===== src/hw/rtl/shs_pkg.sv =====
`default_nettype none

package shs_pkg;

  typedef logic [31:0] word_t;

  // Eight 32-bit words; element 0 is a (or H0), element 7 is h (or H7).
  typedef logic [7:0][31:0] hash_t;

  localparam hash_t SHS_IV = {
    32'h5be0cd19, 32'h1f83d9ab, 32'h9b05688c, 32'h510e527f,
    32'ha54ff53a, 32'h3c6ef372, 32'hbb67ae85, 32'h6a09e667
  };

  localparam logic [7:0] SHS_PAD_MARK = 8'h80;
  localparam logic [5:0] SHS_LEN_POS  = 6'd56;
  localparam logic [5:0] SHS_LAST_POS = 6'd63;

  // Round constants.
  function automatic word_t shs_k(input logic [5:0] idx);
    word_t k;
    begin
      unique case (idx)
        6'd0:  k = 32'h428a2f98;  6'd1:  k = 32'h71374491;
        6'd2:  k = 32'hb5c0fbcf;  6'd3:  k = 32'he9b5dba5;
        6'd4:  k = 32'h3956c25b;  6'd5:  k = 32'h59f111f1;
        6'd6:  k = 32'h923f82a4;  6'd7:  k = 32'hab1c5ed5;
        6'd8:  k = 32'hd807aa98;  6'd9:  k = 32'h12835b01;
        6'd10: k = 32'h243185be;  6'd11: k = 32'h550c7dc3;
        6'd12: k = 32'h72be5d74;  6'd13: k = 32'h80deb1fe;
        6'd14: k = 32'h9bdc06a7;  6'd15: k = 32'hc19bf174;
        6'd16: k = 32'he49b69c1;  6'd17: k = 32'hefbe4786;
        6'd18: k = 32'h0fc19dc6;  6'd19: k = 32'h240ca1cc;
        6'd20: k = 32'h2de92c6f;  6'd21: k = 32'h4a7484aa;
        6'd22: k = 32'h5cb0a9dc;  6'd23: k = 32'h76f988da;
        6'd24: k = 32'h983e5152;  6'd25: k = 32'ha831c66d;
        6'd26: k = 32'hb00327c8;  6'd27: k = 32'hbf597fc7;
        6'd28: k = 32'hc6e00bf3;  6'd29: k = 32'hd5a79147;
        6'd30: k = 32'h06ca6351;  6'd31: k = 32'h14292967;
        6'd32: k = 32'h27b70a85;  6'd33: k = 32'h2e1b2138;
        6'd34: k = 32'h4d2c6dfc;  6'd35: k = 32'h53380d13;
        6'd36: k = 32'h650a7354;  6'd37: k = 32'h766a0abb;
        6'd38: k = 32'h81c2c92e;  6'd39: k = 32'h92722c85;
        6'd40: k = 32'ha2bfe8a1;  6'd41: k = 32'ha81a664b;
        6'd42: k = 32'hc24b8b70;  6'd43: k = 32'hc76c51a3;
        6'd44: k = 32'hd192e819;  6'd45: k = 32'hd6990624;
        6'd46: k = 32'hf40e3585;  6'd47: k = 32'h106aa070;
        6'd48: k = 32'h19a4c116;  6'd49: k = 32'h1e376c08;
        6'd50: k = 32'h2748774c;  6'd51: k = 32'h34b0bcb5;
        6'd52: k = 32'h391c0cb3;  6'd53: k = 32'h4ed8aa4a;
        6'd54: k = 32'h5b9cca4f;  6'd55: k = 32'h682e6ff3;
        6'd56: k = 32'h748f82ee;  6'd57: k = 32'h78a5636f;
        6'd58: k = 32'h84c87814;  6'd59: k = 32'h8cc70208;
        6'd60: k = 32'h90befffa;  6'd61: k = 32'ha4506ceb;
        6'd62: k = 32'hbef9a3f7;  6'd63: k = 32'hc67178f2;
        default: k = '0;
      endcase
      return k;
    end
  endfunction

endpackage

`default_nettype wire


===== src/hw/rtl/shs_round.sv =====
`default_nettype none

module shs_round (
  input  wire shs_pkg::hash_t vars,
  input  wire shs_pkg::word_t k,
  input  wire shs_pkg::word_t w0,
  input  wire shs_pkg::word_t w1,
  input  wire shs_pkg::word_t w9,
  input  wire shs_pkg::word_t w14,
  output shs_pkg::hash_t vars_nxt,
  output shs_pkg::word_t w_new
);
  import shs_pkg::*;

  function automatic word_t rotr(input word_t x, input int unsigned n);
    return (x >> n) | (x << (32 - n));
  endfunction

  word_t a, e, t1, t2, ssig0, ssig1;

  // One compression round: the window tap w0 is the schedule word of this round.
  always_comb begin
    a  = vars[0];
    e  = vars[4];
    t1 = vars[7] + (rotr(e, 6) ^ rotr(e, 11) ^ rotr(e, 25)) +
         ((e & vars[5]) ^ (~e & vars[6])) + k + w0;
    t2 = (rotr(a, 2) ^ rotr(a, 13) ^ rotr(a, 22)) +
         ((a & vars[1]) ^ (a & vars[2]) ^ (vars[1] & vars[2]));
    vars_nxt[7] = vars[6];
    vars_nxt[6] = vars[5];
    vars_nxt[5] = vars[4];
    vars_nxt[4] = vars[3] + t1;
    vars_nxt[3] = vars[2];
    vars_nxt[2] = vars[1];
    vars_nxt[1] = vars[0];
    vars_nxt[0] = t1 + t2;
  end

  // Schedule expansion: the word sixteen rounds ahead of w0.
  always_comb begin
    ssig0 = rotr(w1, 7) ^ rotr(w1, 18) ^ (w1 >> 3);
    ssig1 = rotr(w14, 17) ^ rotr(w14, 19) ^ (w14 >> 10);
    w_new = ssig1 + w9 + ssig0 + w0;
  end

endmodule

`default_nettype wire


===== src/hw/rtl/sha256_stream_hasher.sv =====
// Streaming SHA-256 hasher.
// Input channel (in_valid, in_stall, in_op, in_data_byte): a transfer with
// in_op = 0 absorbs one message byte, a transfer with in_op = 1 ends the
// message. Output channel (out_valid, out_stall, out_digest_word, ...): after
// a finish the eight digest words leave as eight transfers, word 0 first,
// with out_last_word set on word 7.
// The 64th byte of a block starts a compression on the single shared round
// unit: 64 rounds at one per cycle, then a fold of the result into the
// chaining words, with in_stall high throughout. A finish feeds 9 to 72
// padding bytes through the same absorb path, one per cycle, with a
// compression each time a block fills, then presents the digest. The output
// words hold steady while out_stall is high, and the input side stays
// stalled until the last word's transfer completes.
// Reset (synchronous, rst_n low) loads the initial hash values and clears
// the byte count; the block is ready in the first cycle after reset.
`default_nettype none

module sha256_stream_hasher (
  input  wire logic        clk,
  input  wire logic        rst_n,
  input  wire logic        in_valid,
  output logic             in_stall,
  input  wire logic        in_op,
  input  wire logic [7:0]  in_data_byte,
  output logic             out_valid,
  input  wire logic        out_stall,
  output logic [31:0]      out_digest_word,
  output logic [2:0]       out_word_index,
  output logic             out_last_word
);
  import shs_pkg::*;

  // Sequencer states.
  localparam logic [2:0] S_IDLE = 3'd0;
  localparam logic [2:0] S_PAD  = 3'd1;
  localparam logic [2:0] S_RND  = 3'd2;
  localparam logic [2:0] S_ADD  = 3'd3;
  localparam logic [2:0] S_OUT  = 3'd4;

  // Padding phases.
  localparam logic [1:0] PH_MARK = 2'd0;
  localparam logic [1:0] PH_ZERO = 2'd1;
  localparam logic [1:0] PH_LEN  = 2'd2;

  logic [2:0]   state_r;
  hash_t        chain_r;
  logic [63:0]  cnt_r;
  logic         fin_r;
  logic         done_r;
  logic [2:0]   idx_r;
  logic [5:0]   rnd_r;
  logic [1:0]   ph_r;
  logic [1:0]   ph_nxt;

  // The block buffer doubles as the sixteen-word schedule window.
  logic [511:0] blk_r;
  hash_t        vars_r;
  hash_t        vars_nxt;
  logic [63:0]  len_r;
  word_t        w_new;

  logic         abs_en;
  logic [7:0]   abs_byte;
  logic         len_shift;
  logic [5:0]   pos;
  logic         in_xfer;

  assign pos      = cnt_r[5:0];
  assign in_stall = (state_r != S_IDLE);
  assign in_xfer  = in_valid && !in_stall;

  assign out_valid       = (state_r == S_OUT);
  assign out_digest_word = chain_r[idx_r];
  assign out_word_index  = idx_r;
  assign out_last_word   = (idx_r == 3'd7);

  shs_round u_round (
    .vars     (vars_r),
    .k        (shs_k(rnd_r)),
    .w0       (blk_r[511:480]),
    .w1       (blk_r[479:448]),
    .w9       (blk_r[223:192]),
    .w14      (blk_r[63:32]),
    .vars_nxt (vars_nxt),
    .w_new    (w_new)
  );

  // Byte source for the absorb path: message bytes from the input channel,
  // or the marker, zero fill and bit length while finishing.
  always_comb begin
    abs_en    = 1'b0;
    abs_byte  = '0;
    len_shift = 1'b0;
    ph_nxt    = ph_r;
    if (state_r == S_IDLE && in_xfer && !in_op) begin
      abs_en   = 1'b1;
      abs_byte = in_data_byte;
    end else if (state_r == S_IDLE && in_xfer && in_op) begin
      // A finish always starts its padding with the marker byte.
      ph_nxt = PH_MARK;
    end else if (state_r == S_PAD) begin
      abs_en = 1'b1;
      unique case (ph_r)
        PH_MARK: begin
          abs_byte = SHS_PAD_MARK;
          ph_nxt   = PH_ZERO;
        end
        PH_ZERO: begin
          if (pos == SHS_LEN_POS) begin
            abs_byte  = len_r[63:56];
            len_shift = 1'b1;
            ph_nxt    = PH_LEN;
          end
        end
        PH_LEN: begin
          abs_byte  = len_r[63:56];
          len_shift = 1'b1;
        end
        default: ph_nxt = PH_MARK;
      endcase
    end
  end

  always_ff @(posedge clk) begin
    if (!rst_n) begin
      state_r <= S_IDLE;
      chain_r <= SHS_IV;
      cnt_r   <= '0;
      fin_r   <= 1'b0;
      done_r  <= 1'b0;
      idx_r   <= '0;
      rnd_r   <= '0;
      ph_r    <= PH_MARK;
    end else begin
      ph_r <= ph_nxt;
      if (abs_en) begin
        cnt_r <= cnt_r + 64'd1;
        if (pos == SHS_LAST_POS) begin
          state_r <= S_RND;
          rnd_r   <= '0;
          // The last length byte closes the message.
          if (state_r == S_PAD && ph_r == PH_LEN) begin
            done_r <= 1'b1;
          end
        end
      end
      unique case (state_r)
        S_IDLE: begin
          if (in_xfer && in_op) begin
            fin_r   <= 1'b1;
            state_r <= S_PAD;
          end
        end
        S_PAD: begin
        end
        S_RND: begin
          rnd_r <= rnd_r + 6'd1;
          if (rnd_r == SHS_LAST_POS) begin
            state_r <= S_ADD;
          end
        end
        S_ADD: begin
          for (int i = 0; i < 8; i++) begin
            chain_r[i] <= chain_r[i] + vars_r[i];
          end
          done_r <= 1'b0;
          if (done_r) begin
            state_r <= S_OUT;
          end else if (fin_r) begin
            state_r <= S_PAD;
          end else begin
            state_r <= S_IDLE;
          end
        end
        S_OUT: begin
          if (!out_stall) begin
            idx_r <= idx_r + 3'd1;
            if (idx_r == 3'd7) begin
              chain_r <= SHS_IV;
              cnt_r   <= '0;
              fin_r   <= 1'b0;
              state_r <= S_IDLE;
            end
          end
        end
        default: state_r <= S_IDLE;
      endcase
    end
  end

  // Datapath registers need no reset.
  always_ff @(posedge clk) begin
    if (abs_en) begin
      blk_r <= {blk_r[503:0], abs_byte};
      if (pos == SHS_LAST_POS) begin
        vars_r <= chain_r;
      end
    end else if (state_r == S_RND) begin
      blk_r  <= {blk_r[479:0], w_new};
      vars_r <= vars_nxt;
    end
    if (state_r == S_IDLE && in_xfer && in_op) begin
      len_r <= {cnt_r[60:0], 3'b000};
    end else if (len_shift) begin
      len_r <= {len_r[55:0], 8'h00};
    end
  end

endmodule

`default_nettype wire


===== config.mk =====
export PLATFORM = sky130hd
export DESIGN_NAME = sha256_stream_hasher
export DESIGN_NICKNAME = d
export VERILOG_FILES = /design/src/hw/rtl/shs_pkg.sv /design/src/hw/rtl/shs_round.sv /design/src/hw/rtl/sha256_stream_hasher.sv
export SDC_FILE = /design/constraint.sdc
export NUM_CORES = 2
export LEC_CHECK = 0
export ABC_AREA = 0
export ABC_CLOCK_PERIOD_IN_PS = 20100
export BUFFER_PORTS_ARGS = -buffer_cell sky130_fd_sc_hd__buf_2
export CORE_ASPECT_RATIO = 1.4
export CORE_MARGIN = 2
export CORE_UTILIZATION = 60
export CTS_CLUSTER_DIAMETER = 80
export DETAILED_ROUTE_END_ITERATION = 10
export PLACE_DENSITY_LB_ADDON = 0.05
export SLEW_MARGIN = 20
export SYNTH_ARGS = -nofsm -noshare
export SYNTH_HDL_FRONTEND = slang
export SYNTH_SLANG_ARGS = --single-unit

===== constraint.sdc =====
create_clock -name clk -period 20.1 [get_ports clk]
set_clock_uncertainty 0.1 [all_clocks]
set_input_delay 4.02 -clock clk [delete_from_list [all_inputs] [get_ports clk]]
set_output_delay 4.02 -clock clk [all_outputs]
set_load 0.01 [all_outputs]

==> run_results.csv <==
group,metric,value,unit
outcome,outcome,"finished clean",
grt,grt_pass1_vias,62100,
placement,gp_congestion,0.980,
synthesis,synth_edf_count,829,
placement,hpwl,180,mm
synthesis,synthArstFlopShare,0,
timing,setup_viol,0,
finish,layout-drive-gt1-share,0.0598,
timing,slew_headroom,0.264,
timing,hold_viol,0,
timing,setup_ws,11.43,ns
synthesis,synth_cells,8686,
synthesis,ys_seq_area_frac,0.415,
routing,drcViolationCount,0,
placement,pre_cts_slack,10.41,ns
grt,grt_usage,0.374,
critical_path,arrival,9.10,ns
timing,setup-tns-final,0,ns
synthesis,synth_ff_type,"edfxtp_1",
critical_path,crit_buf_inv,6,
job,max_cap_violations,0,
clock_network,cts_hold_buffers,0,
synthesis,synthesis.area,77700,sq um
synthesis,ys_warn_count,0,
grt,grt_pass1_wl,372,mm
critical_path,cp_top_family,"buffers and inverters",
critical_path,end_kind,"register",
die,design.core.area,129000,sq um
timing,tightest_slew,1.09,ns
critical_path,cp-start-kind,"input pin",
routing,drt-vias-per-instance,6.15,
clock_network,cts_tree,"built",
critical_path,crit_required,20.53,ns
routing,first_pass_iters,8,
timing,timing.final.crit_share,0.431,
clock_network,clk_latency,0.81,ns
synthesis,synthesis.nets,9291,
routing,antenna_left,0,
finish,final_common_cell,"nand2_1",
die,dieArea,132000,sq um
clock_network,htreeDepth,3,
timing,maxSlewViolCount,0,
pwr,ir_drop,0.102,mV
clock_network,post_cts_buffers,0,
critical_path,cpPeakStageDelay,0.78,ns
finish,layout_common_cells,"2441 x nand2_1, 829 x edfxtp_1, 471 x nor2_1",
routing,wirelength,250,mm
critical_path,cpMostUsedCell,"buf_4",
critical_path,timing_worst_setup_path_type,"input pin to register",
finish,areaGrowthSynthToFinish,7.10,%
synthesis,synth.distinct_cells,101,
clock_network,path_clk_slew,0.06,ns
critical_path,slowest_stage,"buf_4",
timing,finalCriticalPeriod,8.67,ns
grt,grt_max_degree,242,
die,start_util,0.603,
critical_path,cp_max_fo,117,
timing,rsz0062_at_grt,"no",
die,num_rows,156,
routing,drtIter0Drc,5955,
clock_network,cts_root_buf,"clkbuf_16",
clock_network,cts_sinks,1194,
synthesis,syn_area_per_cell,8.94,sq um
routing,routedWlPerCell,24.4,um
pwr,cellPowerDensity,107,nW/um^2
timing,fmax,115,MHz
finish,nNetsFinal,9060,
grt,grt_antenna_before_repair,8,
clock_network,clock_path_buffers,3,
synthesis,ys_seq_elements,1194,
die,die_width,308,um
worst_hold_path,hold_class,"register to register",
clock_network,cts_made_buffers,121,
timing,whs,0.371,ns
placement,numPortBuffers,50,
finish,final_util,0.646,
pwr,p_leak,35.2,nW
pwr,p_total,8.87,mW
routing,vias,62900,
grt,overflow,0,
die,fp.dieH,430,um
die,ioPinCount,51,
clock_network,cts_resized,0,
critical_path,crit_chain,"buf_2 -> nor2b_1 -> o21ai_4 -> buf_4 -> buf_4 -> buf_4 -> buf_6 -> buf_4 -> o21ai_0",
through the flow:
| stage | instance area, sq um | cells |
|---|---|---|
| after floorplan | 77700 | 8686 |
| after global placement | 78900 | 9989 |
| after detailed placement | 78900 | 9989 |
| after CTS | 83100 | 10200 |
| after global routing | 83200 | 10200 |
| final | 83200 | 10200 |
synth_stat cells, drive strengths merged, types with 65 or more instances:
cell / n / area, sq um
nor3: 97 / 490
ha: 397 / 4970
o22ai: 95 / 601
nand3: 104 / 521
clkbuf: 433 / 1640
xnor2: 372 / 3260
mux4: 65 / 1460
inv: 469 / 1760
dfxtp: 365 / 7310
o21ai: 424 / 2130
a21o: 198 / 1490
nand2: 2447 / 9190
edfxtp: 829 / 24900
fa: 195 / 3900
xor2: 249 / 2180
nor2: 476 / 1790
a21oi: 452 / 2270
flip-flops by register name (all words and copies together) (netlist names):
register / flops
done_r: 1
vars_r: 256
len_r: 61
u_round.k: 32
fin_r: 1
out_word_index: 3
rnd_r: 6
chain_r: 256
state_r: 3
ph_r: 2
cnt_r: 61
blk_r: 512
worst reg2reg max path: cells and delay by family (launching register included):
family | cells | cell delay [ns]
xor gates and xnor gates | 4 | 1.04
AOI/OAI and AO/OA | 11 | 2.65
adders and majority gates | 5 | 2.05
buffers and inverters | 1 | 0.04
DFF | 1 | 0.60
and+or+nand+nor | 8 | 1.83
kinds of logic after synthesis:
logic type / synth area share
AND/OR/NAND/NOR: 0.182
AO/OA/AOI/OAI: 0.139
flip-flops: 0.415
buffers and inverters: 0.0470
XOR/XNOR: 0.0703
adder cells (fa/ha/maj): 0.117
multiplexers: 0.0298
path summary, 6_finish.rpt:
path	startpoint	endpoint	slack [ns]	cells after the start
worst max register to register	vars_r[140]$_DFFE_PP_	vars_r[157]$_DFFE_PP_	11.49	29
worst min register to register	fin_r$_SDFFE_PN0P_	fin_r$_SDFFE_PN0P_	0.37	2
worst min-delay path	fin_r$_SDFFE_PN0P_	fin_r$_SDFFE_PN0P_	0.37	2
worst max-delay path	in_valid	blk_r[212]$_DFFE_PN_	11.43	9
where the power goes:
part,internal [mW],switching [mW]
combinational,1.30,2.03
clock,1.37,1.06
sequential,2.95,0.156
total,5.62,3.25
per-layer routing:
| layer | wire length, um | vias up | global-route usage |
|---|---|---|---|
| met5 | 26 | - | 0 |
| met3 | 16000 | 780 | 0.0519 |
| met2 | 119000 | 2496 | 0.626 |
| met1 | 91400 | 30300 | 0.432 |
| met4 | 23400 | 4 | 0.294 |
| li1 | - | 29300 | - |
layout make-up:
cell class / count / area, sq um
fillers: 10800 / 45600
multi-input cells: 6536 / 42000
flip-flops and latches: 1194 / 32200
clock buffers: 161 / 3460
well taps: 1659 / 2080
inverters: 470 / 1770
repair buffers: 132 / 938
clock inverters: 67 / 773
diodes: 4 / 10.0
No activity file was read; power rests on OpenSTA's default activity.
